<file path="src/hw/rtl/ndd_pkg.sv">
// ----------------------------------------------------------------------------
// Nibble dictionary decoder package
// Widths, register indexes, status codes and shared types of the decoder.
// ----------------------------------------------------------------------------
package ndd_pkg;

  localparam int NIB_W         = 4;
  localparam int BYTE_W        = 8;
  localparam int INUSE_W       = NIB_W + 1;
  localparam int CFG_IDX_W     = 3;
  localparam int CFG_DATA_W    = 64;
  localparam int SIZE_W        = 32;
  localparam int COUNT_W       = SIZE_W + 1;
  localparam int DICT_ENTRIES_DEF = 15;
  localparam int DICT_MAX      = 16;
  localparam logic [NIB_W-1:0] ESC_RESET = 4'hF;

  // Configuration register indexes.
  typedef enum logic [CFG_IDX_W-1:0] {
    REG_DICT_LOW  = 3'd0,
    REG_DICT_HIGH = 3'd1,
    REG_DICT_CNT  = 3'd2,
    REG_ESCAPE    = 3'd3,
    REG_EXP_SIZE  = 3'd4
  } cfg_reg_t;

  // Stream status codes.
  typedef enum logic [1:0] {
    ST_OK       = 2'd0,
    ST_BAD_CODE = 2'd1,
    ST_TRUNC    = 2'd2,
    ST_SIZE     = 2'd3
  } status_t;

  // Decoder phase.
  typedef enum logic [1:0] {
    PH_CODE   = 2'd0,
    PH_LIT_HI = 2'd1,
    PH_LIT_LO = 2'd2
  } phase_t;

  // Per-stream decode state.
  typedef struct packed {
    phase_t            phase;
    logic [NIB_W-1:0]  held;
    status_t           err;
  } dec_state_t;

  // Bytes produced by one packed byte, in order.
  typedef struct packed {
    logic              emit0;
    logic [BYTE_W-1:0] data0;
    logic              emit1;
    logic [BYTE_W-1:0] data1;
  } dec_bytes_t;

  // One result word.
  typedef struct packed {
    logic [BYTE_W-1:0] out_byte;
    logic              byte_valid;
    status_t           status;
    logic              end_mark;
  } result_t;

endpackage

</file>
<file path="src/hw/rtl/ndd_if.sv">
// ----------------------------------------------------------------------------
// Nibble dictionary decoder channels
// Valid/ready channels for code input, decoded results and configuration.
// ----------------------------------------------------------------------------
interface ndd_in_if import ndd_pkg::*; ();
  logic              valid;
  logic              ready;
  logic [BYTE_W-1:0] packed_byte;
  logic              final_item;
  logic              single_nibble;

  modport source (output valid, packed_byte, final_item, single_nibble, input ready);
  modport sink   (input valid, packed_byte, final_item, single_nibble, output ready);
endinterface

interface ndd_out_if import ndd_pkg::*; ();
  logic              valid;
  logic              ready;
  logic [BYTE_W-1:0] out_byte;
  logic              byte_valid;
  logic [1:0]        status;
  logic              end_mark;

  modport source (output valid, out_byte, byte_valid, status, end_mark, input ready);
  modport sink   (input valid, out_byte, byte_valid, status, end_mark, output ready);
endinterface

interface ndd_cfg_if import ndd_pkg::*; ();
  logic                  valid;
  logic                  ready;
  logic [CFG_IDX_W-1:0]  reg_index;
  logic [CFG_DATA_W-1:0] wdata;

  modport source (output valid, reg_index, wdata, input ready);
  modport sink   (input valid, reg_index, wdata, output ready);
endinterface

</file>
<file path="src/hw/rtl/ndd_decode.sv">
// ----------------------------------------------------------------------------
// Nibble dictionary decoder byte decode
// Decodes the two nibbles of one packed byte against the current state.
// ----------------------------------------------------------------------------
module ndd_decode import ndd_pkg::*; #(
  parameter int DICT_ENTRIES = DICT_ENTRIES_DEF
) (
  input  logic [DICT_ENTRIES*BYTE_W-1:0] dict_i,
  input  logic [NIB_W-1:0]               dict_count_i,
  input  logic [NIB_W-1:0]               escape_i,
  input  dec_state_t                     state_i,
  input  logic [BYTE_W-1:0]              packed_byte_i,
  input  logic                           skip_low_i,
  output dec_state_t                     state_o,
  output dec_bytes_t                     bytes_o
);

  // Result of one nibble step.
  typedef struct packed {
    dec_state_t        st;
    logic              emit;
    logic [BYTE_W-1:0] data;
  } step_t;

  logic [INUSE_W-1:0] in_use;
  logic [BYTE_W-1:0]  look_hi;
  logic [BYTE_W-1:0]  look_lo;
  step_t              step_hi;
  step_t              step_lo;

  // Dictionary entry selected by a code; codes beyond the last entry read zero.
  function automatic logic [BYTE_W-1:0] lookup(logic [DICT_ENTRIES*BYTE_W-1:0] d,
                                               logic [NIB_W-1:0] n);
    logic [BYTE_W-1:0] b;
    b = '0;
    for (int k = 0; k < DICT_ENTRIES; k++) begin
      if (n == NIB_W'(k)) begin
        b = d[BYTE_W*k +: BYTE_W];
      end
    end
    return b;
  endfunction

  // Advance the decode state by one nibble.
  function automatic step_t take(dec_state_t s, logic [NIB_W-1:0] n,
                                 logic [NIB_W-1:0] esc, logic [INUSE_W-1:0] lim,
                                 logic [BYTE_W-1:0] lk);
    step_t r;
    r.st   = s;
    r.emit = 1'b0;
    r.data = '0;
    if (s.err == ST_OK) begin
      case (s.phase)
        PH_LIT_HI: begin
          r.st.held  = n;
          r.st.phase = PH_LIT_LO;
        end
        PH_LIT_LO: begin
          r.data     = {s.held, n};
          r.emit     = 1'b1;
          r.st.phase = PH_CODE;
        end
        default: begin
          r.st.phase = PH_CODE;
          if (n == esc) begin
            r.st.phase = PH_LIT_HI;
          end else if ({1'b0, n} < lim) begin
            r.emit = 1'b1;
            r.data = lk;
          end else begin
            r.st.err = ST_BAD_CODE;
          end
        end
      endcase
    end
    return r;
  endfunction

  // Entries in use are limited by the dictionary size.
  assign in_use = ({1'b0, dict_count_i} < INUSE_W'(DICT_ENTRIES)) ?
                  {1'b0, dict_count_i} : INUSE_W'(DICT_ENTRIES);

  assign look_hi = lookup(dict_i, packed_byte_i[BYTE_W-1 -: NIB_W]);
  assign look_lo = lookup(dict_i, packed_byte_i[NIB_W-1:0]);

  // High nibble first, then the low nibble unless it is absent.
  always_comb begin
    step_hi = take(state_i, packed_byte_i[BYTE_W-1 -: NIB_W], escape_i, in_use, look_hi);
    step_lo = take(step_hi.st, packed_byte_i[NIB_W-1:0], escape_i, in_use, look_lo);
    if (skip_low_i) begin
      step_lo = '0;
      step_lo.st = step_hi.st;
    end
    state_o       = step_lo.st;
    bytes_o.emit0 = step_hi.emit;
    bytes_o.data0 = step_hi.data;
    bytes_o.emit1 = step_lo.emit;
    bytes_o.data1 = step_lo.data;
  end

endmodule

</file>
<file path="src/hw/rtl/nibble_dictionary_decoder.sv">
// ----------------------------------------------------------------------------
// Nibble dictionary decoder
// Decodes packed 4-bit dictionary and escape codes into a byte stream.
// ----------------------------------------------------------------------------
// A result is queued when its packed byte is accepted and offered from the queue head.
// Throughput: one packed byte per cycle while each byte yields at most one
// result and the output is not stalled; a byte that yields two results puts
// both into a four-entry result queue, read one word per cycle when not stalled.
// Reset (synchronous, active low) resets stream state and configuration and
// empties the result queue; ready is low during reset and goes high as soon
// as reset is released.
module nibble_dictionary_decoder import ndd_pkg::*; #(
  parameter int DICT_ENTRIES = DICT_ENTRIES_DEF
) (
  input  logic       clk,
  input  logic       rst_n,
  ndd_in_if.sink     in_ch,
  ndd_out_if.source  out_ch,
  ndd_cfg_if.sink    cfg_ch
);

  localparam int Q_DEPTH = 4;
  localparam int PTR_W   = $clog2(Q_DEPTH);
  localparam int FILL_W  = PTR_W + 1;

  // Configuration registers.
  logic [DICT_ENTRIES*BYTE_W-1:0] dict_r;
  logic [NIB_W-1:0]               dict_count_r;
  logic [NIB_W-1:0]               escape_r;
  logic [SIZE_W-1:0]              exp_size_r;

  // Stream state.
  dec_state_t         state_r, state_nxt;
  logic [COUNT_W-1:0] count_r, count_nxt;

  // Result queue.
  result_t            q_r [Q_DEPTH];
  logic [PTR_W-1:0]   wr_ptr_r, rd_ptr_r;
  logic [FILL_W-1:0]  fill_r, fill_nxt;

  dec_state_t         dec_state;
  dec_bytes_t         dec_bytes;
  logic               in_fire;
  logic               out_fire;
  logic               fin;
  logic [1:0]         byte_cnt;
  logic [1:0]         push_n;
  logic [COUNT_W:0]   count_sum;
  logic [COUNT_W-1:0] count_new;
  status_t            end_status;
  result_t            ent0, ent1;

  assign cfg_ch.ready = rst_n;
  assign in_ch.ready  = rst_n && (fill_r <= FILL_W'(Q_DEPTH - 2));
  assign in_fire      = in_ch.valid && in_ch.ready;
  assign out_fire     = out_ch.valid && out_ch.ready;
  assign fin          = in_ch.final_item;

  // Configuration writes.
  always_ff @(posedge clk) begin
    if (!rst_n) begin
      dict_r       <= '0;
      dict_count_r <= '0;
      escape_r     <= ESC_RESET;
      exp_size_r   <= '0;
    end else if (cfg_ch.valid && cfg_ch.ready) begin
      for (int k = 0; k < DICT_ENTRIES; k++) begin
        if ((k < 8 && cfg_ch.reg_index == REG_DICT_LOW) ||
            (k >= 8 && cfg_ch.reg_index == REG_DICT_HIGH)) begin
          dict_r[BYTE_W*k +: BYTE_W] <= cfg_ch.wdata[BYTE_W*(k%8) +: BYTE_W];
        end
      end
      if (cfg_ch.reg_index == REG_DICT_CNT) begin
        dict_count_r <= cfg_ch.wdata[NIB_W-1:0];
      end
      if (cfg_ch.reg_index == REG_ESCAPE) begin
        escape_r <= cfg_ch.wdata[NIB_W-1:0];
      end
      if (cfg_ch.reg_index == REG_EXP_SIZE) begin
        exp_size_r <= cfg_ch.wdata[SIZE_W-1:0];
      end
    end
  end

  // Nibble decode of the incoming byte.
  ndd_decode #(
    .DICT_ENTRIES (DICT_ENTRIES)
  ) u_decode (
    .dict_i        (dict_r),
    .dict_count_i  (dict_count_r),
    .escape_i      (escape_r),
    .state_i       (state_r),
    .packed_byte_i (in_ch.packed_byte),
    .skip_low_i    (in_ch.final_item && in_ch.single_nibble),
    .state_o       (dec_state),
    .bytes_o       (dec_bytes)
  );

  // Byte count with saturation, and the end-of-stream status.
  always_comb begin
    byte_cnt  = 2'(dec_bytes.emit0) + 2'(dec_bytes.emit1);
    count_sum = {1'b0, count_r} + (COUNT_W+1)'(byte_cnt);
    count_new = count_sum[COUNT_W] ? '1 : count_sum[COUNT_W-1:0];
    if (dec_state.err != ST_OK) begin
      end_status = dec_state.err;
    end else if (dec_state.phase != PH_CODE) begin
      end_status = ST_TRUNC;
    end else if (count_new != {1'b0, exp_size_r}) begin
      end_status = ST_SIZE;
    end else begin
      end_status = ST_OK;
    end
  end

  // Result words for this byte; the last one of a stream carries status.
  always_comb begin
    push_n = (fin && byte_cnt == 2'd0) ? 2'd1 : byte_cnt;

    ent0            = '0;
    ent0.byte_valid = (byte_cnt != 2'd0);
    ent0.out_byte   = dec_bytes.emit0 ? dec_bytes.data0 :
                      (dec_bytes.emit1 ? dec_bytes.data1 : '0);
    ent0.status     = ST_OK;
    if (fin && byte_cnt != 2'd2) begin
      ent0.status   = end_status;
      ent0.end_mark = 1'b1;
    end

    ent1            = '0;
    ent1.byte_valid = 1'b1;
    ent1.out_byte   = dec_bytes.data1;
    ent1.status     = fin ? end_status : ST_OK;
    ent1.end_mark   = fin;
  end

  // Stream state update; a final byte returns the stream to its start.
  always_comb begin
    state_nxt = state_r;
    count_nxt = count_r;
    if (in_fire) begin
      if (fin) begin
        state_nxt = '{phase: PH_CODE, held: '0, err: ST_OK};
        count_nxt = '0;
      end else begin
        state_nxt = dec_state;
        count_nxt = count_new;
      end
    end
  end

  always_ff @(posedge clk) begin
    if (!rst_n) begin
      state_r <= '{phase: PH_CODE, held: '0, err: ST_OK};
      count_r <= '0;
    end else begin
      state_r <= state_nxt;
      count_r <= count_nxt;
    end
  end

  // Result queue control.
  assign fill_nxt = fill_r + (in_fire ? FILL_W'(push_n) : '0) - FILL_W'(out_fire);

  always_ff @(posedge clk) begin
    if (!rst_n) begin
      wr_ptr_r <= '0;
      rd_ptr_r <= '0;
      fill_r   <= '0;
    end else begin
      fill_r <= fill_nxt;
      if (in_fire) begin
        wr_ptr_r <= wr_ptr_r + PTR_W'(push_n);
      end
      if (out_fire) begin
        rd_ptr_r <= rd_ptr_r + PTR_W'(1);
      end
    end
  end

  // Result queue storage.
  always_ff @(posedge clk) begin
    if (in_fire) begin
      if (push_n != 2'd0) begin
        q_r[wr_ptr_r] <= ent0;
      end
      if (push_n == 2'd2) begin
        q_r[wr_ptr_r + PTR_W'(1)] <= ent1;
      end
    end
  end

  // Output port from the queue head.
  assign out_ch.valid      = (fill_r != '0);
  assign out_ch.out_byte   = q_r[rd_ptr_r].out_byte;
  assign out_ch.byte_valid = q_r[rd_ptr_r].byte_valid;
  assign out_ch.status     = q_r[rd_ptr_r].status;
  assign out_ch.end_mark   = q_r[rd_ptr_r].end_mark;

endmodule

</file>
<file path="src/flat_wrapper.sv">
// flat-port wrapper written by rule: the top's interface ports become plain ports
module nibble_dictionary_decoder_flat import ndd_pkg::*;
#(
  parameter int DICT_ENTRIES = DICT_ENTRIES_DEF
)
  (clk, rst_n, in_ch_valid, in_ch_packed_byte, in_ch_final_item, in_ch_single_nibble, in_ch_ready, out_ch_valid, out_ch_out_byte, out_ch_byte_valid, out_ch_status, out_ch_end_mark, out_ch_ready, cfg_ch_valid, cfg_ch_reg_index, cfg_ch_wdata, cfg_ch_ready);
  ndd_in_if in_ch_i ();
  ndd_out_if out_ch_i ();
  ndd_cfg_if cfg_ch_i ();
  input  logic clk;
  input  logic rst_n;
  input wire logic [$bits(in_ch_i.valid)-1:0] in_ch_valid;
  input wire logic [$bits(in_ch_i.packed_byte)-1:0] in_ch_packed_byte;
  input wire logic [$bits(in_ch_i.final_item)-1:0] in_ch_final_item;
  input wire logic [$bits(in_ch_i.single_nibble)-1:0] in_ch_single_nibble;
  output wire logic [$bits(in_ch_i.ready)-1:0] in_ch_ready;
  output wire logic [$bits(out_ch_i.valid)-1:0] out_ch_valid;
  output wire logic [$bits(out_ch_i.out_byte)-1:0] out_ch_out_byte;
  output wire logic [$bits(out_ch_i.byte_valid)-1:0] out_ch_byte_valid;
  output wire logic [$bits(out_ch_i.status)-1:0] out_ch_status;
  output wire logic [$bits(out_ch_i.end_mark)-1:0] out_ch_end_mark;
  input wire logic [$bits(out_ch_i.ready)-1:0] out_ch_ready;
  input wire logic [$bits(cfg_ch_i.valid)-1:0] cfg_ch_valid;
  input wire logic [$bits(cfg_ch_i.reg_index)-1:0] cfg_ch_reg_index;
  input wire logic [$bits(cfg_ch_i.wdata)-1:0] cfg_ch_wdata;
  output wire logic [$bits(cfg_ch_i.ready)-1:0] cfg_ch_ready;
  assign in_ch_i.valid = in_ch_valid;
  assign in_ch_i.packed_byte = in_ch_packed_byte;
  assign in_ch_i.final_item = in_ch_final_item;
  assign in_ch_i.single_nibble = in_ch_single_nibble;
  assign in_ch_ready = in_ch_i.ready;
  assign out_ch_valid = out_ch_i.valid;
  assign out_ch_out_byte = out_ch_i.out_byte;
  assign out_ch_byte_valid = out_ch_i.byte_valid;
  assign out_ch_status = out_ch_i.status;
  assign out_ch_end_mark = out_ch_i.end_mark;
  assign out_ch_i.ready = out_ch_ready;
  assign cfg_ch_i.valid = cfg_ch_valid;
  assign cfg_ch_i.reg_index = cfg_ch_reg_index;
  assign cfg_ch_i.wdata = cfg_ch_wdata;
  assign cfg_ch_ready = cfg_ch_i.ready;
  nibble_dictionary_decoder #(.DICT_ENTRIES(DICT_ENTRIES)) u_core (.clk(clk), .rst_n(rst_n), .in_ch(in_ch_i), .out_ch(out_ch_i), .cfg_ch(cfg_ch_i));
endmodule
</file>
<file path="config.mk">
export PLATFORM = sky130hd
export DESIGN_NAME = nibble_dictionary_decoder_flat
export DESIGN_NICKNAME = d
export VERILOG_FILES = /design/src/hw/rtl/ndd_pkg.sv /design/src/hw/rtl/ndd_if.sv /design/src/hw/rtl/ndd_decode.sv /design/src/hw/rtl/nibble_dictionary_decoder.sv /design/src/flat_wrapper.sv
export SDC_FILE = /design/constraint.sdc
export NUM_CORES = 1
export LEC_CHECK = 0
export ABC_AREA = 1
export BUFFER_PORTS_ARGS = -buffer_cell sky130_fd_sc_hd__buf_2
export CORE_AREA = 10 10 192 194
export DETAILED_ROUTE_END_ITERATION = 12
export DIE_AREA = 0 0 202 204
export PLACE_DENSITY = 0.58
export SETUP_SLACK_MARGIN = 0.2
export SLEW_MARGIN = 0
export SYNTH_ARGS = -nofsm -noshare
export SYNTH_HDL_FRONTEND = slang
export SYNTH_HIERARCHICAL = 1
export SYNTH_SLANG_ARGS = --single-unit
</file>
<file path="constraint.sdc">
create_clock -name clk -period 17.4 [get_ports clk]
set_clock_uncertainty 0.1 [all_clocks]
set_input_delay 4.35 -clock clk [delete_from_list [all_inputs] [get_ports clk]]
set_output_delay 4.35 -clock clk [all_outputs]
set_load 0.01 [all_outputs]
</file>
==> results.md, run 1 <==
- Status: complete, no violations
- Critical Path Max Stage Delay: 0.28 ns
- Syn_nets: 2337
- Clock H-tree levels: 1
- Latest clock arrival within the worst-skew pair: 0.57 ns
- Arrival time at the worst endpoint: 5.30 ns
- Total grt overflow: 0
- Vias in the first global route: 13700
- Synthesized flop and latch total: 258
- Pleak: 6.63 nW
- Kind of critical path: primary input to output pin
- WP data required: 12.95 ns
- Setup crit end kind: output pin
- Internal: 0.00111 W
- Antenna violations before repair: 1
- Inst Count DP: 2696
- Commonest non-fill, non-tap cell in the layout: nand2_1
- CTS clk-pin slew, worst paths: 0.06 ns
- Largest net degree at the start of global routing: 112
- Buf+Inv Stages, Crit Path: 4
- Max-cap violation count: 0
- Netlist cell types: 47
- Via count: 14600
- Total CTS buffers: 30
- Die Span X: 202 µm
- Final hold vios: 0
- Setup TNS: 0 ns
- Crit path max fanout: 40
- Post-synth EDFFs: 44
- Slew Viols, Final: 0
- Ys async rst share: 0
- 1st-pass router iterations: 5
- All-Layer GR Usage: 0.245
- Post-CTS setup buffer count: 0
- IO buf count: 96
- Mapped cell area: 0.0147 mm²
- Initial core utilization: 0.443
- Core area: 0.0331 mm²
- RD Place Congestion: 0.947
- Clock share of power: 0.441
- Cell Rows: 67
- Rel. slew slack: 0.230
- NumNets Final: 2384
- Drt wl/cell: 18.9 µm
- Prevailing post-synth register cell: dfxtp_1
- Final setup vio count: 0
- Register-to-register setup slack: 11.71 ns
- Fillers: 3456
- Post_cts resized: 0
- DRC viols: 0
- Min Tclk post-route: 9.75 ns
- First-pass GRT wire length: 79400 µm
- Area grow syn2layout: 12.1%
- Worst hold path class: flip-flop to flip-flop
- DRC violation total after the first TritonRoute iteration: 1230
- Hold buffer count at cts: 0
- Layout Cells excl Fill: 2752
- Post-synthesis sequential area ratio: 0.382
- Syn_area_per_cell: 6.57 µm²
- Post-Syn Instances: 2233
- Period utilization: 0.560
- Full die area: 0.0412 mm²
- Root Driver: clkbuf_16
- Cell mode on critical path: buf_4
- Final antenna-violating net count: 0
- Die H: 204 µm
- Hpwl dp: 38600 µm
- Comb pwr share: 0.140
- Measured slew at the worst slew-check pin: 1.15 ns
- Commonest non-fill, non-tap cells in the layout: 600 x nand2_1, 385 x nor2_1, 214 x o21ai_0, 214 x dfxtp_1, 204 x inv_1
- VDD IR-drop max: 0.0759 mV
- Switching fraction of total power: 0.278
- TritonCTS sink count: 258
- Maximum clock path buffer count: 3
- YS warnings: 6
- Worst path cell trace: buf_4 -> inv_2 -> buf_4 -> a211oi_4 -> buf_2
- Crit path launch type: primary input
- Fmax achieved: 103 MHz
- Seq pwr share: 0.419
- RSZ-0062 raised after global routing: false
- Number of diodes: 0
- Pwr dens: 93.2 mW/mm²
- Io pins: 97
- Cell family with most CP delay: buffers and inverters
- Sw power: 0.000427 W
- Share of layout cells above drive strength 1: 0.109
- Vias per cell: 5.31
- Slowest CP cell: buf_4
- Drt total wl: 52100 µm
- CTS tree: yes
power by group through the flow:
stage | registers (W) | logic, W | clock network, W
2_1_floorplan | 0.000650 | 0.000139 | 0
3_3_place_gp | 0.000656 | 0.000212 | 0
3_5_place_dp | 0.000656 | 0.000214 | 0
4_1_cts | 0.000643 | 0.000215 | 0.000690
5_1_grt | 0.000646 | 0.000243 | 0.000712
6_report | 0.000643 | 0.000215 | 0.000676
cell families after synthesis:
| group | count (synthesis) | share of synthesized area |
|---|---|---|
| flops | 258 | 0.382 |
| compound gates | 384 | 0.144 |
| simple gates | 1236 | 0.359 |
| xor+xnor | 15 | 0.00895 |
| fa+ha+maj | 22 | 0.0198 |
| buf+inv | 318 | 0.0868 |
through the flow:
stage / area (µm²) / hold slack [ns] / utilization / total power [W] / worst slack [ns]
floorplan: 14700 / 0.336 / - / 0.000790 / 8.21
global placement: 15400 / 0.349 / 0.465 / 0.000868 / 7.66
detailed placement: 15400 / 0.354 / 0.465 / 0.000870 / 7.65
CTS: 16500 / 0.368 / 0.497 / 0.00155 / 7.65
global route: 16500 / 0.401 / 0.497 / 0.00160 / 7.58
finish: 16500 / 0.367 / 0.497 / 0.00153 / 7.65
synth_stat cells, types with 11 or more instances:
master    number  area (µm²)
ha_1          20         250
nand4_1       62         388
o21ai_0      214        1070
nand2_2       11        68.8
nand3b_1      12        90.1
clkbuf_1      72         270
inv_2         21        78.8
inv_1        205         769
edfxtp_1      44        1320
nand2_1      601        2260
or2_2         16         100
o22ai_1       23         144
nor2_2        19         119
dfxtp_1      214        4280
nor2_1       387        1450
nand3_1       89         445
o31ai_1       33         248
nor3_1        12        60.1
a21oi_1       85         425
state kept, by name, indices dropped and copies added, names as in the netlist, named ones only:
name,cells
u_core/dict_r,120
u_core/q_r,48
u_core/count_r,33
u_core/exp_size_r,32
u_core/state_r,8
u_core/dict_count_r,4
u_core/escape_r,4
u_core/fill_r,3
u_core/rd_ptr_r,2
u_core/wr_ptr_r,2
metal layers:
metal	vias up	wire [µm]	global-route usage
met2	473	22600	0.376
met1	6748	23900	0.336
met5	-	12	0
met4	2	1790	0.0859
met3	82	3810	0.0501
li1	7305	-	-
path summary, 6_finish.rpt:
| path | start | endpoint | depth (start not counted) |
|---|---|---|---|
| worst min register to register | u_core/q_r[1][3] | u_core/q_r[1][3] | 2 |
| worst min-delay path | u_core/q_r[1][3] | u_core/q_r[1][3] | 2 |
| worst max-delay path | rst_n | in_ch_ready | 5 |
| worst max register to register | u_core/state_r[6] | u_core/q_r[3][2] | 30 |
worst register-to-register path, delay by kind of cell (launching register included):
kind	cells	cell delay, ns
AO/OA/AOI/OAI	3	0.38
flip-flops	1	0.38
buffers and inverters	6	0.42
adder cells (fa/ha/maj)	5	1.63
AND/OR/NAND/NOR	16	2.50
layout make-up:
class                      count  area, µm²  area share
tap                          448        561      0.0341
inverter                     227        855      0.0519
clock inverter                16        220      0.0134
clock buffer                  40        840      0.0510
timing repair buffer         106        558      0.0339
multi-input combinational   1657       7820       0.475
sequential                   258       5610       0.341
No activity file was read; power rests on OpenSTA's default activity.
==> inputs of run 2 (changes only) <==
==> constraint.sdc (replaced) <==
create_clock -name clk -period 9.45 [get_ports clk]
set_clock_uncertainty 0.1 [all_clocks]
set_input_delay 2.3625 -clock clk [delete_from_list [all_inputs] [get_ports clk]]
set_output_delay 2.3625 -clock clk [all_outputs]
set_load 0.01 [all_outputs]
==> run 2 against run 1 <==
  * Final area is 0.58% lower
  * Non-clock buffer count is 2 lower
  * Critical path type is now primary input to flip-flop
  * Clock power is 70% higher
  * Combinational power is 80% higher
  * Count of clock-buffer cells in the layout is 2 lower
  * Utilization is 0.29 points lower
  * Die area stayed put
==> results.md, run 2 (synthesis results as in run 1) <==
- Worst setup margin: 2.55 ns (-5.10 ns)
- Io pins: 97 (unchanged)
- Commonest non-fill, non-tap cell in the layout: nand2_1
- First-pass GRT wire length: 80000 µm (+0.78%)
- Fmax achieved: 145 MHz
- Final hold vios: 0 (unchanged)
- Total grt overflow: 0 (unchanged)
- Arrival time at the worst endpoint: 7.11 ns (+1.81 ns)
- Global routing usage on met1: 0.351 (+0.0152)
- Largest regs: u_core/dict_r (120), u_core/q_r (48), u_core/count_r (33)
- Latest clock arrival within the worst-skew pair: 0.59 ns (+0.02 ns)
- Crit path max fanout: 9 (-78%)
- Die Span X: 202 µm (unchanged)
- Met3 Usage GRT: 0.0395 (-0.0106)
- 1st-pass router iterations: 8 (+3)
- CTS clk-pin slew, worst paths: 0.06 ns (about the same)
- Core area: 0.0331 mm² (unchanged)
- WP data required: 9.66 ns (-3.29 ns)
- Register-to-register setup slack: 3.85 ns (-7.86 ns)
- Commonest non-fill, non-tap cells in the layout: 600 x nand2_1, 385 x nor2_1, 214 x o21ai_0, 214 x dfxtp_1, 204 x inv_1
- Met2 Usage GRT: 0.389 (+0.0127)
- Final setup vio count: 0 (unchanged)
- RD Place Congestion: 0.950 (+0.35%)
- Vias per cell: 5.39 (+1.6%)
- Maximum clock path buffer count: 3 (unchanged)
- Final antenna-violating net count: 0 (unchanged)
- Pleak: 6.60 nW (-0.48%)
- Slew Viols, Final: 0 (unchanged)
- Max FFs per register: 120 (unchanged)
- Critical Path Max Stage Delay: 0.51 ns (+0.23 ns)
- Setup TNS: 0 ns (unchanged)
- VDD IR-drop max: 0.145 mV (+91%)
- Kind of critical path: primary input to flip-flop
- Setup WS pre-CTS: 1.98 ns (-5.68 ns)
- GRT Max-Usage Layer: met2
- Share of layout cells above drive strength 1: 0.109 (+0.000141)
- Slowest CP cell: fa_1
- IO buf count: 96 (unchanged)
- All-Layer GR Usage: 0.249 (+0.00347)
- Period utilization: 0.730
- Post-CTS setup buffer count: 0 (unchanged)
- DRC viols: 0 (unchanged)
- Drt total wl: 53400 µm (+2.6%)
- Most flops, register: u_core/dict_r
- Final core utilization: 0.494 (-0.00287)
- Clock H-tree levels: 1 (unchanged)
- Via count: 14800 (+1.5%)
- Worst hold path class: flip-flop to flip-flop
- Final hold slack: 0.366 ns (-0.00183 ns)
- Full die area: 0.0412 mm² (unchanged)
- Hpwl dp: 39900 µm (+3.1%)
- Vias in the first global route: 13500 (-1.6%)
- Setup crit end kind: flip-flop
- Post_cts resized: 0 (unchanged)
- Crit path launch type: primary input
- Total design power: 0.00273 W (+78%)
- Largest net degree at the start of global routing: 80 (-29%)
- Hold buffer count at cts: 0 (unchanged)
- Die H: 204 µm (unchanged)
- Total CTS buffers: 30 (unchanged)
- Root Driver: clkbuf_16
- Pwr dens: 167 mW/mm² (+79%)
- Antenna violations before repair: 1 (unchanged)
- Min Tclk post-route: 6.90 ns
- Drt wl/cell: 19.4 µm (+2.7%)
- DRC violation total after the first TritonRoute iteration: 1482 (+20%)
- Cell Rows: 67 (unchanged)
- Max-cap violation count: 0 (unchanged)
- Area grow syn2layout: 11.5%
- TritonCTS sink count: 258 (unchanged)
- Initial core utilization: 0.443 (unchanged)
- Rel. slew slack: 0.233 (+0.00318)
- RSZ-0062 raised after global routing: false
- NumNets Final: 2382 (-0.084%)
- CTS tree: yes
- Measured slew at the worst slew-check pin: 1.15 ns (-0.00477 ns)
- Cell mode on critical path: nand2_1
- Status: complete, no violations
==> run 2: final timing paths <==
kind | start | to | cells after the start
worst min-delay path | u_core/q_r[1][3] | u_core/q_r[1][3] | 2
worst max register to register | u_core/state_r[6] | u_core/q_r[3][2] | 32
worst max-delay path | in_ch_packed_byte[4] | u_core/q_r[3][2] | 30
worst min register to register | u_core/q_r[1][3] | u_core/q_r[1][3] | 2
==> run 2: per-stage QoR <==
stage,area (µm²),std cells
global route,16400,2749
global placement,15400,2694
finish,16400,2750
floorplan,14700,2233
detailed placement,15400,2694
CTS,16400,2749
==> run 2: layout make-up <==
type | count | area [µm²]
inverters | 227 | 855
flip-flops and latches | 258 | 5610
clock inverters | 17 | 135
clock buffers | 38 | 842
well taps | 448 | 561
diodes | 1 | 2.50
multi-input cells | 1657 | 7820
repair buffers | 104 | 543
fillers | 3483 | 16800
==> run 2: critical path: cells and delay by family <==
| kind | cells | cell delay (ns) |
|---|---|---|
| fa+ha+maj | 4 | 1.34 |
| buf+inv | 4 | 0.44 |
| simple gates | 19 | 2.58 |
| compound gates | 2 | 0.27 |
| xor+xnor | 1 | 0.14 |
==> run 2: layer usage <==
metal	vias up	wire [µm]	part of all wire
met2	538	23700	0.44
li1	7312	-	-
met5	-	0	0
met3	77	4110	0.077
met4	0	1250	0.023
met1	6904	24400	0.46
==> run 2: report_power, final <==
group / internal, W / switching [W]
registers: 0.00115 / 0.0000401
logic: 0.000123 / 0.000264
clock network: 0.000659 / 0.000487
total: 0.00193 / 0.000791
